--- config.mk ---
export PLATFORM = sky130hd
export DESIGN_NAME = timestamp_ordered_request_queue_flat
export DESIGN_NICKNAME = d
export VERILOG_FILES = /design/src/hw/rtl/toq_pkg.sv /design/src/hw/rtl/toq_req_if.sv /design/src/hw/rtl/toq_rsp_if.sv /design/src/hw/rtl/toq_cell.sv /design/src/hw/rtl/timestamp_ordered_request_queue.sv /design/src/flat_wrapper.sv
export SDC_FILE = /design/constraint.sdc
export NUM_CORES = 2
export LEC_CHECK = 0
export ABC_AREA = 1
export BUFFER_PORTS_ARGS = -buffer_cell sky130_fd_sc_hd__buf_2
export CAP_MARGIN = 25
export CORE_MARGIN = 2
export CORE_UTILIZATION = 40
export CTS_BUF_LIST = sky130_fd_sc_hd__clkbuf_2
export DETAILED_ROUTE_END_ITERATION = 10
export PLACE_DENSITY = 0.54
export SLEW_MARGIN = 20
export SYNTH_ARGS = -nofsm -noshare
export SYNTH_HDL_FRONTEND = slang
export SYNTH_SLANG_ARGS = --single-unit
export TNS_END_PERCENT = 50
--- constraint.sdc ---
create_clock -name clock -period 17.1 [get_ports clock]
set_input_delay 1.71 -clock clock [delete_from_list [all_inputs] [get_ports clock]]
set_output_delay 1.71 -clock clock [all_outputs]
set_load 0.01 [all_outputs]
--- src/hw/rtl/toq_pkg.sv ---
package toq_pkg;

   // default store depth
   localparam int TOQ_CAPACITY = 16;

   // field widths
   localparam int KIND_W   = 2;
   localparam int STAMP_W  = 31;
   localparam int PROC_W   = 10;
   localparam int AMOUNT_W = 16;
   localparam int DOCK_W   = 8;
   localparam int STATUS_W = 2;
   localparam int COUNT_W  = 5;
   localparam int SUM_W    = 20;
   localparam int OCC_W    = 5;

   // request kinds
   localparam logic [KIND_W-1:0] KIND_INSERT = 2'd0;
   localparam logic [KIND_W-1:0] KIND_REMOVE = 2'd1;
   localparam logic [KIND_W-1:0] KIND_LOOKUP = 2'd2;

   // response status codes
   localparam logic [STATUS_W-1:0] STAT_DONE      = 2'd0;
   localparam logic [STATUS_W-1:0] STAT_DUPLICATE = 2'd1;
   localparam logic [STATUS_W-1:0] STAT_FULL      = 2'd2;
   localparam logic [STATUS_W-1:0] STAT_NOT_FOUND = 2'd3;

   // cell commands
   localparam int CELL_OP_W = 2;
   localparam logic [CELL_OP_W-1:0] CELL_HOLD   = 2'd0;
   localparam logic [CELL_OP_W-1:0] CELL_INSERT = 2'd1;
   localparam logic [CELL_OP_W-1:0] CELL_REMOVE = 2'd2;

   typedef struct packed {
      logic [KIND_W-1:0]   kind;
      logic [STAMP_W-1:0]  stamp;
      logic [PROC_W-1:0]   proc_id;
      logic [AMOUNT_W-1:0] amount;
      logic [DOCK_W-1:0]   dock_num;
   } req_type;

   typedef struct packed {
      logic [STATUS_W-1:0] status;
      logic [COUNT_W-1:0]  ahead_count;
      logic [SUM_W-1:0]    ahead_sum;
      logic [AMOUNT_W-1:0] found_amount;
      logic [DOCK_W-1:0]   found_dock;
      logic [OCC_W-1:0]    occupancy;
   } rsp_type;

   // one stored request
   typedef struct packed {
      logic [STAMP_W-1:0]  stamp;
      logic [PROC_W-1:0]   proc_id;
      logic [AMOUNT_W-1:0] amount;
      logic [DOCK_W-1:0]   dock_num;
   } entry_type;

   // broadcast to every cell
   typedef struct packed {
      logic [CELL_OP_W-1:0] op;
      entry_type            item;
   } cell_cmd_type;

   // per-cell status seen by neighbours and the control
   typedef struct packed {
      logic valid;
      logic lt;   // stored key orders before the new key
      logic eq;   // stored key equals the new key
   } cell_stat_type;

   // id scan travelling down the row, one cell per cycle
   typedef struct packed {
      logic                seen;
      logic [COUNT_W-1:0]  count;
      logic [SUM_W-1:0]    sum;
      logic [AMOUNT_W-1:0] famt;
      logic [DOCK_W-1:0]   fdock;
   } scan_type;

endpackage

--- src/hw/rtl/toq_req_if.sv ---
interface toq_req_if import toq_pkg::*; ();
   logic    valid;
   logic    ready;
   req_type payload;

   modport source (output valid, output payload, input ready);
   modport sink (input valid, input payload, output ready);
endinterface

--- src/hw/rtl/toq_rsp_if.sv ---
interface toq_rsp_if import toq_pkg::*; ();
   logic    valid;
   logic    ready;
   rsp_type payload;

   modport source (output valid, output payload, input ready);
   modport sink (input valid, input payload, output ready);
endinterface

--- src/hw/rtl/toq_cell.sv ---
module toq_cell import toq_pkg::*; (
   input  logic          clock,
   input  logic          reset,
   input  cell_cmd_type  cmd,
   input  cell_stat_type left_stat,
   input  entry_type     left_entry,
   input  scan_type      left_scan,
   input  logic          right_valid,
   input  entry_type     right_entry,
   output cell_stat_type stat,
   output entry_type     entry,
   output scan_type      scan
);

   entry_type entry_ff, entry_in;
   logic      valid_ff, valid_in;
   scan_type  scan_ff, scan_in;
   logic      hit;
   logic      ahead;

   assign stat.valid = valid_ff;
   assign stat.lt    = valid_ff &&
                       ({entry_ff.stamp, entry_ff.proc_id} < {cmd.item.stamp, cmd.item.proc_id});
   assign stat.eq    = valid_ff &&
                       ({entry_ff.stamp, entry_ff.proc_id} == {cmd.item.stamp, cmd.item.proc_id});
   assign entry      = entry_ff;
   assign scan       = scan_ff;

   // scan step: first id match and everything ahead of it
   always_comb begin
      hit             = valid_ff && (entry_ff.proc_id == cmd.item.proc_id);
      scan_in.seen    = left_scan.seen | hit;
      ahead           = valid_ff && !scan_in.seen;
      scan_in.count   = left_scan.count + COUNT_W'(ahead);
      scan_in.sum     = left_scan.sum + (ahead ? SUM_W'(entry_ff.amount) : SUM_W'(0));
      scan_in.famt    = left_scan.seen ? left_scan.famt  : (hit ? entry_ff.amount   : '0);
      scan_in.fdock   = left_scan.seen ? left_scan.fdock : (hit ? entry_ff.dock_num : '0);
   end

   always_comb begin
      entry_in = entry_ff;
      valid_in = valid_ff;
      unique case (cmd.op)
         CELL_INSERT: begin
            if (!stat.lt) begin
               if (left_stat.lt) begin
                  entry_in = cmd.item;
                  valid_in = 1'b1;
               end else begin
                  entry_in = left_entry;
                  valid_in = left_stat.valid;
               end
            end
         end
         CELL_REMOVE: begin
            if (scan_ff.seen) begin
               entry_in = right_entry;
               valid_in = right_valid;
            end
         end
         default: begin
         end
      endcase
   end

   always_ff @(posedge clock) begin
      if (reset) begin
         valid_ff <= 1'b0;
      end else begin
         valid_ff <= valid_in;
      end
      entry_ff <= entry_in;
      scan_ff  <= scan_in;
   end

endmodule

--- src/hw/rtl/timestamp_ordered_request_queue.sv ---
// Channel  Direction  Interface   Transaction
// req_chan in         toq_req_if  one insert, remove or lookup request
// rsp_chan out        toq_rsp_if  one response per request
//
// Insert and the unused kind: the request goes straight to the commit state and its
// response is registered at commit. Remove and lookup: the id scan ripples down the
// cell row, one cell per cycle, before the result is taken from the last cell at
// commit. A request is taken only once the last one has committed.
// Synchronous active-high reset empties the row (valid bits and fill count) and
// clears the control state and response valid. A new request is accepted while a
// response still waits; the next commit holds until the response register is free.
module timestamp_ordered_request_queue import toq_pkg::*; #(
   parameter int CAPACITY = TOQ_CAPACITY
) (
   input  logic clock,
   input  logic reset,
   toq_req_if.sink   req_chan,
   toq_rsp_if.source rsp_chan
);

   localparam int CNT_W = $clog2(CAPACITY + 1);
   localparam int IDX_W = $clog2(CAPACITY);

   // control states
   localparam logic [1:0] ST_IDLE = 2'd0;
   localparam logic [1:0] ST_SCAN = 2'd1;
   localparam logic [1:0] ST_EXEC = 2'd2;

   logic [1:0]       state_ff, state_in;
   logic [IDX_W-1:0] scan_cnt_ff, scan_cnt_in;
   logic [CNT_W-1:0] fill_ff, fill_in;
   logic [KIND_W-1:0] kind_ff, kind_in;
   entry_type        item_ff, item_in;
   logic             rsp_valid_ff, rsp_valid_in;
   rsp_type          rsp_data_ff, rsp_data_in;

   cell_cmd_type  cmd;
   cell_stat_type stat [CAPACITY];
   entry_type     ent  [CAPACITY];
   scan_type      scn  [CAPACITY];
   logic [CAPACITY-1:0] valid_vec;

   logic req_fire;
   logic out_free;
   logic commit;
   logic dup;
   logic full;
   logic found;

   assign req_chan.ready   = (state_ff == ST_IDLE);
   assign req_fire         = req_chan.valid && req_chan.ready;
   assign rsp_chan.valid   = rsp_valid_ff;
   assign rsp_chan.payload = rsp_data_ff;

   assign out_free = !rsp_valid_ff || rsp_chan.ready;
   assign commit   = (state_ff == ST_EXEC) && out_free;
   assign full     = (fill_ff == CNT_W'(CAPACITY));
   assign found    = scn[CAPACITY-1].seen;

   // duplicate key anywhere in the row
   always_comb begin
      dup = 1'b0;
      for (int i = 0; i < CAPACITY; i++) begin
         dup          = dup | stat[i].eq;
         valid_vec[i] = stat[i].valid;
      end
   end

   // row of cells; cell 0 sees an always-before neighbour on its left
   for (genvar g = 0; g < CAPACITY; g++) begin : g_cell
      cell_stat_type l_stat;
      entry_type     l_entry;
      scan_type      l_scan;
      logic          r_valid;
      entry_type     r_entry;

      if (g == 0) begin : g_head
         assign l_stat  = '{valid: 1'b0, lt: 1'b1, eq: 1'b0};
         assign l_entry = '0;
         assign l_scan  = '0;
      end else begin : g_mid
         assign l_stat  = stat[g-1];
         assign l_entry = ent[g-1];
         assign l_scan  = scn[g-1];
      end

      if (g == CAPACITY - 1) begin : g_tail
         assign r_valid = 1'b0;
         assign r_entry = '0;
      end else begin : g_body
         assign r_valid = stat[g+1].valid;
         assign r_entry = ent[g+1];
      end

      toq_cell u_cell (
         .clock       (clock),
         .reset       (reset),
         .cmd         (cmd),
         .left_stat   (l_stat),
         .left_entry  (l_entry),
         .left_scan   (l_scan),
         .right_valid (r_valid),
         .right_entry (r_entry),
         .stat        (stat[g]),
         .entry       (ent[g]),
         .scan        (scn[g])
      );
   end

   // commit decision and response build
   always_comb begin
      cmd.item    = item_ff;
      cmd.op      = CELL_HOLD;
      fill_in     = fill_ff;
      rsp_data_in = rsp_data_ff;
      if (commit) begin
         rsp_data_in        = '0;
         rsp_data_in.status = STAT_DONE;
         case (kind_ff)
            KIND_INSERT: begin
               if (dup) begin
                  rsp_data_in.status = STAT_DUPLICATE;
               end else if (full) begin
                  rsp_data_in.status = STAT_FULL;
               end else begin
                  cmd.op  = CELL_INSERT;
                  fill_in = fill_ff + CNT_W'(1);
               end
            end
            KIND_REMOVE: begin
               if (!found) begin
                  rsp_data_in.status = STAT_NOT_FOUND;
               end else begin
                  cmd.op  = CELL_REMOVE;
                  fill_in = fill_ff - CNT_W'(1);
               end
            end
            KIND_LOOKUP: begin
               if (!found) begin
                  rsp_data_in.status = STAT_NOT_FOUND;
               end else begin
                  rsp_data_in.ahead_count  = scn[CAPACITY-1].count;
                  rsp_data_in.ahead_sum    = scn[CAPACITY-1].sum;
                  rsp_data_in.found_amount = scn[CAPACITY-1].famt;
                  rsp_data_in.found_dock   = scn[CAPACITY-1].fdock;
               end
            end
            default: begin
            end
         endcase
         rsp_data_in.occupancy = OCC_W'(fill_in);
      end
   end

   // sequencing
   always_comb begin
      state_in     = state_ff;
      scan_cnt_in  = scan_cnt_ff;
      kind_in      = kind_ff;
      item_in      = item_ff;
      rsp_valid_in = rsp_valid_ff;
      if (rsp_chan.ready) begin
         rsp_valid_in = 1'b0;
      end
      unique case (state_ff)
         ST_IDLE: begin
            if (req_fire) begin
               kind_in          = req_chan.payload.kind;
               item_in.stamp    = req_chan.payload.stamp;
               item_in.proc_id  = req_chan.payload.proc_id;
               item_in.amount   = req_chan.payload.amount;
               item_in.dock_num = req_chan.payload.dock_num;
               scan_cnt_in      = '0;
               case (req_chan.payload.kind) inside
                  KIND_REMOVE, KIND_LOOKUP: state_in = ST_SCAN;
                  default:                  state_in = ST_EXEC;
               endcase
            end
         end
         ST_SCAN: begin
            if (scan_cnt_ff == IDX_W'(CAPACITY - 1)) begin
               state_in = ST_EXEC;
            end else begin
               scan_cnt_in = scan_cnt_ff + IDX_W'(1);
            end
         end
         ST_EXEC: begin
            if (commit) begin
               rsp_valid_in = 1'b1;
               state_in     = ST_IDLE;
            end
         end
         default: begin
            state_in = ST_IDLE;
         end
      endcase
   end

   always_ff @(posedge clock) begin
      if (reset) begin
         state_ff     <= ST_IDLE;
         scan_cnt_ff  <= '0;
         fill_ff      <= '0;
         rsp_valid_ff <= 1'b0;
      end else begin
         state_ff     <= state_in;
         scan_cnt_ff  <= scan_cnt_in;
         fill_ff      <= fill_in;
         rsp_valid_ff <= rsp_valid_in;
      end
      kind_ff     <= kind_in;
      item_ff     <= item_in;
      rsp_data_ff <= rsp_data_in;
   end

`ifndef NO_ASSERTIONS
   // valid bits always match the fill count
   a_fill_matches_valid: assert property (@(posedge clock) disable iff (reset)
      $countones(valid_vec) == int'(fill_ff))
      else $error("valid bits disagree with fill count");

   // fill count never passes the depth
   a_fill_bounded: assert property (@(posedge clock) disable iff (reset)
      fill_ff <= CNT_W'(CAPACITY))
      else $error("fill count beyond capacity");

   // a committed insert grows the store by exactly one
   a_insert_grows: assert property (@(posedge clock) disable iff (reset)
      (cmd.op == CELL_INSERT) |=> (fill_ff == CNT_W'($past(fill_ff) + CNT_W'(1))))
      else $error("insert did not grow the store");

   // no cell update is issued before the response register is free
   a_commit_needs_slot: assert property (@(posedge clock) disable iff (reset)
      (cmd.op == CELL_INSERT || cmd.op == CELL_REMOVE) |-> out_free)
      else $error("cell update with response slot busy");
`endif

endmodule

--- src/flat_wrapper.sv ---
// flat-port wrapper written by rule: the top's interface ports become plain ports
module timestamp_ordered_request_queue_flat import toq_pkg::*;
#(
   parameter int CAPACITY = TOQ_CAPACITY
)
  (clock, reset, req_chan_valid, req_chan_payload, req_chan_ready, rsp_chan_valid, rsp_chan_payload, rsp_chan_ready);
  toq_req_if req_chan_i ();
  toq_rsp_if rsp_chan_i ();
  input  logic clock;
  input  logic reset;
  input wire logic [$bits(req_chan_i.valid)-1:0] req_chan_valid;
  input wire logic [$bits(req_chan_i.payload)-1:0] req_chan_payload;
  output wire logic [$bits(req_chan_i.ready)-1:0] req_chan_ready;
  output wire logic [$bits(rsp_chan_i.valid)-1:0] rsp_chan_valid;
  output wire logic [$bits(rsp_chan_i.payload)-1:0] rsp_chan_payload;
  input wire logic [$bits(rsp_chan_i.ready)-1:0] rsp_chan_ready;
  assign req_chan_i.valid = req_chan_valid;
  assign req_chan_i.payload = req_chan_payload;
  assign req_chan_ready = req_chan_i.ready;
  assign rsp_chan_valid = rsp_chan_i.valid;
  assign rsp_chan_payload = rsp_chan_i.payload;
  assign rsp_chan_i.ready = rsp_chan_ready;
  timestamp_ordered_request_queue #(.CAPACITY(CAPACITY)) u_core (.clock(clock), .reset(reset), .req_chan(req_chan_i), .rsp_chan(rsp_chan_i));
endmodule
; Word-level counts from Yosys, hierarchy flattened
; Cells that the tools add are included.
[op_classes]
eq_ne = 78
reduce_logical = 110
bitwise_logic = 30
n_mux = 225
n_lt_le_gt_ge = 16
add_sub_neg = 33
[ops]
columns = cell, n
row1 = two-way mux 65 bit, 47
row2 = one-hot mux 65 bit (2 select lines), 16
row3 = two-way mux 16 bit, 45
row4 = == test 41 bit, 16
row5 = < comparator 41 bit, 16
row6 = adder 20 x 16 -> 20 bit, 15
row7 = two-way mux 8 bit, 30
row8 = == test 10 bit, 16
row9 = != test 2 bit (second input constant), 34
row10 = logical AND 1 bit, 66
row11 = adder 5 x 1 -> 5 bit, 13
row12 = AND reduction 3 bit, 18
row13 = two-way mux 1 bit, 52
row14 = one-hot mux 1 bit (2 select lines), 16
row15 = bitwise OR 1 bit, 30
row16 = two-way mux 2 bit, 9
row17 = logical NOT 1 bit, 17
row18 = two-way mux 5 bit, 3
row19 = one-hot mux 5 bit (2 select lines), 1
row20 = == test 2 x 1 -> 1 bit (second input constant), 4
row21 = == test 2 bit (second input constant), 4
row22 = two-way mux 4 bit, 2
row23 = one-hot mux 2 bit (2 select lines), 2
row24 = one-hot mux 4 bit (2 select lines), 1
row25 = other kinds (14), 19
[totals]
inputBits = 71
reg_bits = 1984
elab_cells = 668

; Longest topological paths before layout
[logic_depth]
depth_word = 23
mapped_depth = 26
mapped_depth_nobuf = 24

; Cells and area by module
; From an unflattened synthesis, not the netlist that was laid out.
[hier_totals]
hier_cells = 15106
area_unflattened_um2 = 119549.7
[by_module_without_submodules]
columns = mod, instances, area_each_um2, cells_each, seq_area_each_um2
row1 = toq_cell (u_core.g_cell[0].u_cell ...), 10, 7146.9, 916, 2972.9
row2 = toq_cell (u_core.g_cell[6].u_cell ...), 3, 7123.1, 928, 2972.9
row3 = toq_cell (u_core.g_cell[12].u_cell), 1, 7160.6, 924, 2972.9
row4 = toq_cell (u_core.g_cell[9].u_cell), 1, 7156.9, 921, 2972.9
row5 = toq_cell (u_core.g_cell[5].u_cell), 1, 7150.6, 915, 2972.9
row6 = timestamp_ordered_request_queue, 1, 5243.8, 402, 3933.8

; Worst setup path after synthesis
; No wires, ideal clock.
[synth_timing]
path_kind = input to register
startpoint = in rsp_chan_ready
endpoint = reg u_core.g_cell[15].u_cell.entry_ff, in the netlist u_core.g_cell[15].u_cell.entry[0], enable pin
required_time_ns = 16.610
arrival_ns = 8.826
setup_ns = 0.490
cell_stages = 12
n_path_buf = 3
slack_ns = 7.784
path_cell_list = nor2_1 nor2_1 inv_1 nor3_1 inv_1 ha_1 clkbuf_1 buf_2 buf_2 nand2_1 o21ai_0 nor2_1
[synth_between]
elab_chain_cells = 6
[synth_lines]
columns = item, line
row1 = start: declaration, flat_wrapper.sv:16  ; input wire logic [$bits(rsp_chan_i.ready)-1:0] rsp_chan_ready;
row2 = logical OR 1 bit (*), timestamp_ordered_request_queue.sv:55  ; assign out_free = !rsp_valid_ff || rsp_chan.ready;
row3 = logical AND 1 bit (*), timestamp_ordered_request_queue.sv:56  ; assign commit = (state_ff == ST_EXEC) && out_free;
row4 = net u_core.commit, timestamp_ordered_request_queue.sv:45  ; logic commit;
row5 = two-way mux 2 bit (*), timestamp_ordered_request_queue.sv:116  ; if (commit) begin
row6 = == test 2 bit or == test 2 x 1 -> 1 bit (tied branches), toq_cell.sv:43  ; unique case (cmd.op)
row7 = != test 2 bit (no source line) or nonzero test 2 bit (tied branches), -
row8 = AND reduction 3 bit (no source line) (*), -
row9 = end signal: assignment, toq_cell.sv:72  ; entry_ff <= entry_in;
row10 = end: declaration, toq_cell.sv:15  ; entry_type entry_ff, entry_in;
; Mark *: on every way through the listed nets, which the timed path passes. The rest lies on a longest branch.
; A chain may end at the register's enable or synchronous reset.

==> results.yml <==
outcome:
  status: "finished, final reports clean"
routing:
  first_pass_iters: 7
  drt-wirelength-per-cell_um: 25.5
  antenna_left: 0
  drc: 0
  via_count: 94900
  drt_iter0_drc: 11100
  drt_wl_total_um: 431000
  routed_via_density: 5.61
clock_network:
  cts_buffer_depth: 4
  cts_buffers: 558
  clkTransAtPathRegs_ps: 120
  cts_setup_buffers: 0
  cts-root-buf: "clkbuf_2"
  clk_latency_ps: 2260
  clock-sinks: 1971
  cts_tree: "yes"
  h-tree-depth: 6
  cts-hold-fix-buffers: 71
  cts_resized: 0
hold_path:
  hp-class: "register to register"
  holdPathStages: 2
setup_path:
  cp.arrival_ps: 9990
  worstPathCellList: "inv_1, ha_1, nand4_1, nor2_2, buf_4, inv_1, nor2_1, nor2_1, nand2_1, nor2_1, nand3_1, nor3_1, inv_1, ha_4, inv_8, buf_4, buf_4, buf_12, o21ai_0"
  ff2ff_path_depth: 19
  required_ps: 18830
  slowest_delay_ps: 820
  critical_path.max_fanout: 206
  worstSetupEndpointType: "register"
  critPathLaunchType: "register"
  cp_slowest_cell: "buf_4"
  crit_type: "register to register"
logic_synthesis:
  netlist_area_um2: 108000
  synth_enable_flop_cells: 1163
  ys_seq_elements: 1971
  synthFlopType: "edfxtp_1"
  synthArstFlopShare: 0
  seq_area_frac_synth: 0.472
  synth_nets: 13700
  synth.distinct_cells: 60
  synth_warnings: 0
  synth_cells: 12600
  avgSynthCellArea_um2: 8.57
floorplan:
  io_pins: 129
  row_count: 191
  start_util: 0.401
  die_w_um: 524
  die_area_um2: 275000
  core-area_um2: 270000
  die_y_um: 524
sta:
  fin_crit_sh: 0.483
  period_needed_ps: 8260
  rsz0062_at_grt: "no"
  tns_ps: 0
  fmax_mhz: 121
  drv_slew: 0
  fin_worst_skew_ps: 300
  max_slew_margin: 0.222
  tightest_slew_ps: 1170
  setup_violations: 0
  hold_violations: 0
global_routing:
  grtUsageTotal: 0.302
  antenna_found_initial: 26
  grt_pass1_vias: 89100
  gr-total-overflow: 0
  grt_pass1_wl_um: 611000
  grt_max_degree: 207
pwr:
  finalPower_w: 0.0119
  cellPowerDensity_nw_per_um2: 101
  power.switching_w: 0.00423
  p_clk_frac: 0.312
  pwr-share-comb: 0.206
  p_leak_nw: 51.8
  intPower_w: 0.00770
  p_seq_frac: 0.482
  switching_share: 0.355
  ir_worst_vdd_mv: 0.0654
finish:
  final_cell_mix: "o21ai_0 (2156), nand2_1 (2009), a21oi_1 (1430)"
  nNetsFinal: 13900
  drive_gt1_frac: 0.0942
  mostFrequentLayoutCell: "o21ai_0"
  syn2layout_area_growth_pct: 9.05
place:
  hpwl_um: 306000
  gp_congestion: 1.03
  port_buffers: 128
job:
  drv_cap: 0
synthesized netlist by cell type (35+ instances only):
cell type	count	area, µm²
dfxtp_1	808	16200
edfxtp_1	1163	34900
nand3_1	235	1180
nand2_1	2010	7540
a21oi_1	1430	7160
nor2_1	775	2910
buf_4	46	345
o21ai_0	2157	10800
nand4_1	69	432
nor3_1	48	240
a21o_1	35	263
o31ai_1	52	390
xor2_1	168	1470
ha_1	934	11700
buf_2	136	681
clkbuf_1	416	1560
o21ai_1	339	1700
inv_1	1389	5210
xnor2_1	126	1100
kinds of logic after synthesis:
group	count (synthesis)	share of synthesized area
buffers and inverters	2043	0.0756
adder cells (fa/ha/maj)	949	0.111
XOR/XNOR	294	0.0238
AND/OR/NAND/NOR	3217	0.120
AO/OA/AOI/OAI	4166	0.198
flip-flops	1971	0.472
routing by layer:
| metal | vias up | track usage | part of all wire |
|---|---|---|---|
| met5 | - | 0 | 0.00041 |
| met4 | 28 | 0.0961 | 0.032 |
| met1 | 45200 | 0.432 | 0.45 |
| met2 | 4675 | 0.444 | 0.42 |
| met3 | 761 | 0.0767 | 0.10 |
| li1 | 44200 | - | - |
worst max-delay path, delay by kind of cell (launching register included):
| family | cells | cell delay, ps |
|---|---|---|
| simple gates | 8 | 1720 |
| compound gates | 1 | 330 |
| buf+inv | 8 | 3950 |
| fa+ha+maj | 2 | 690 |
| flops | 1 | 610 |
metrics by stage:
step	cells	hold WS [ps]	util	setup WS (ps)	instance area [µm²]
2_1_floorplan	12600	401	-	7780	108000
3_3_place_gp	15800	407	0.413	8980	112000
3_5_place_dp	15800	414	0.414	9070	112000
4_1_cts	16900	36.0	0.436	8850	118000
5_1_grt	16900	103	0.437	8550	118000
6_report	16900	252	0.437	8840	118000
power groups by stage:
stage                     clock network (W)  logic (W)  registers, W
after floorplan                           0    0.00148       0.00573
after global placement                    0    0.00232       0.00586
after detailed placement                  0    0.00235       0.00585
after CTS                           0.00383    0.00239       0.00575
after global routing                0.00406    0.00267       0.00579
final                               0.00373    0.00246       0.00575
sequential cells by signal (all words and copies together), names as in the netlist:
signal,flops
u_core.kind_ff,2
u_core.scan_cnt_ff,4
u_core.g_cell.u_cell.entry,1040
u_core.g_cell.u_cell.scan,780
u_core.rsp_chan.payload,56
u_core.rsp_chan.valid,1
u_core.g_cell.u_cell.valid_ff,16
u_core.state_ff,2
u_core.cmd,65
u_core.fill_ff,5
worst paths after layout:
path                                                               start                                     endpoint  slack, ps
worst min register to register  u_core.g_cell[1].u_cell.scan[12]$_DFF_P_     u_core.g_cell[2].u_cell.scan[12]$_DFF_P_        250
worst max register to register                  u_core.cmd[31]$_DFFE_PP_  u_core.g_cell[9].u_cell.entry[48]$_DFFE_PP_       8840
worst min-delay path            u_core.g_cell[1].u_cell.scan[12]$_DFF_P_     u_core.g_cell[2].u_cell.scan[12]$_DFF_P_        250
worst max-delay path                            u_core.cmd[31]$_DFFE_PP_  u_core.g_cell[9].u_cell.entry[48]$_DFFE_PP_       8840
area by class of cell:
class,instances,area (µm²)
antenna,18,45.0
sequential,1971,51100
inverter,1402,5290
fill,27200,152000
clock inverter,158,1160
multi-input combinational,8626,49100
timing repair buffer,345,2750
clock buffer,827,4140
tap,3570,4470
(Power assumes the default switching activity.)
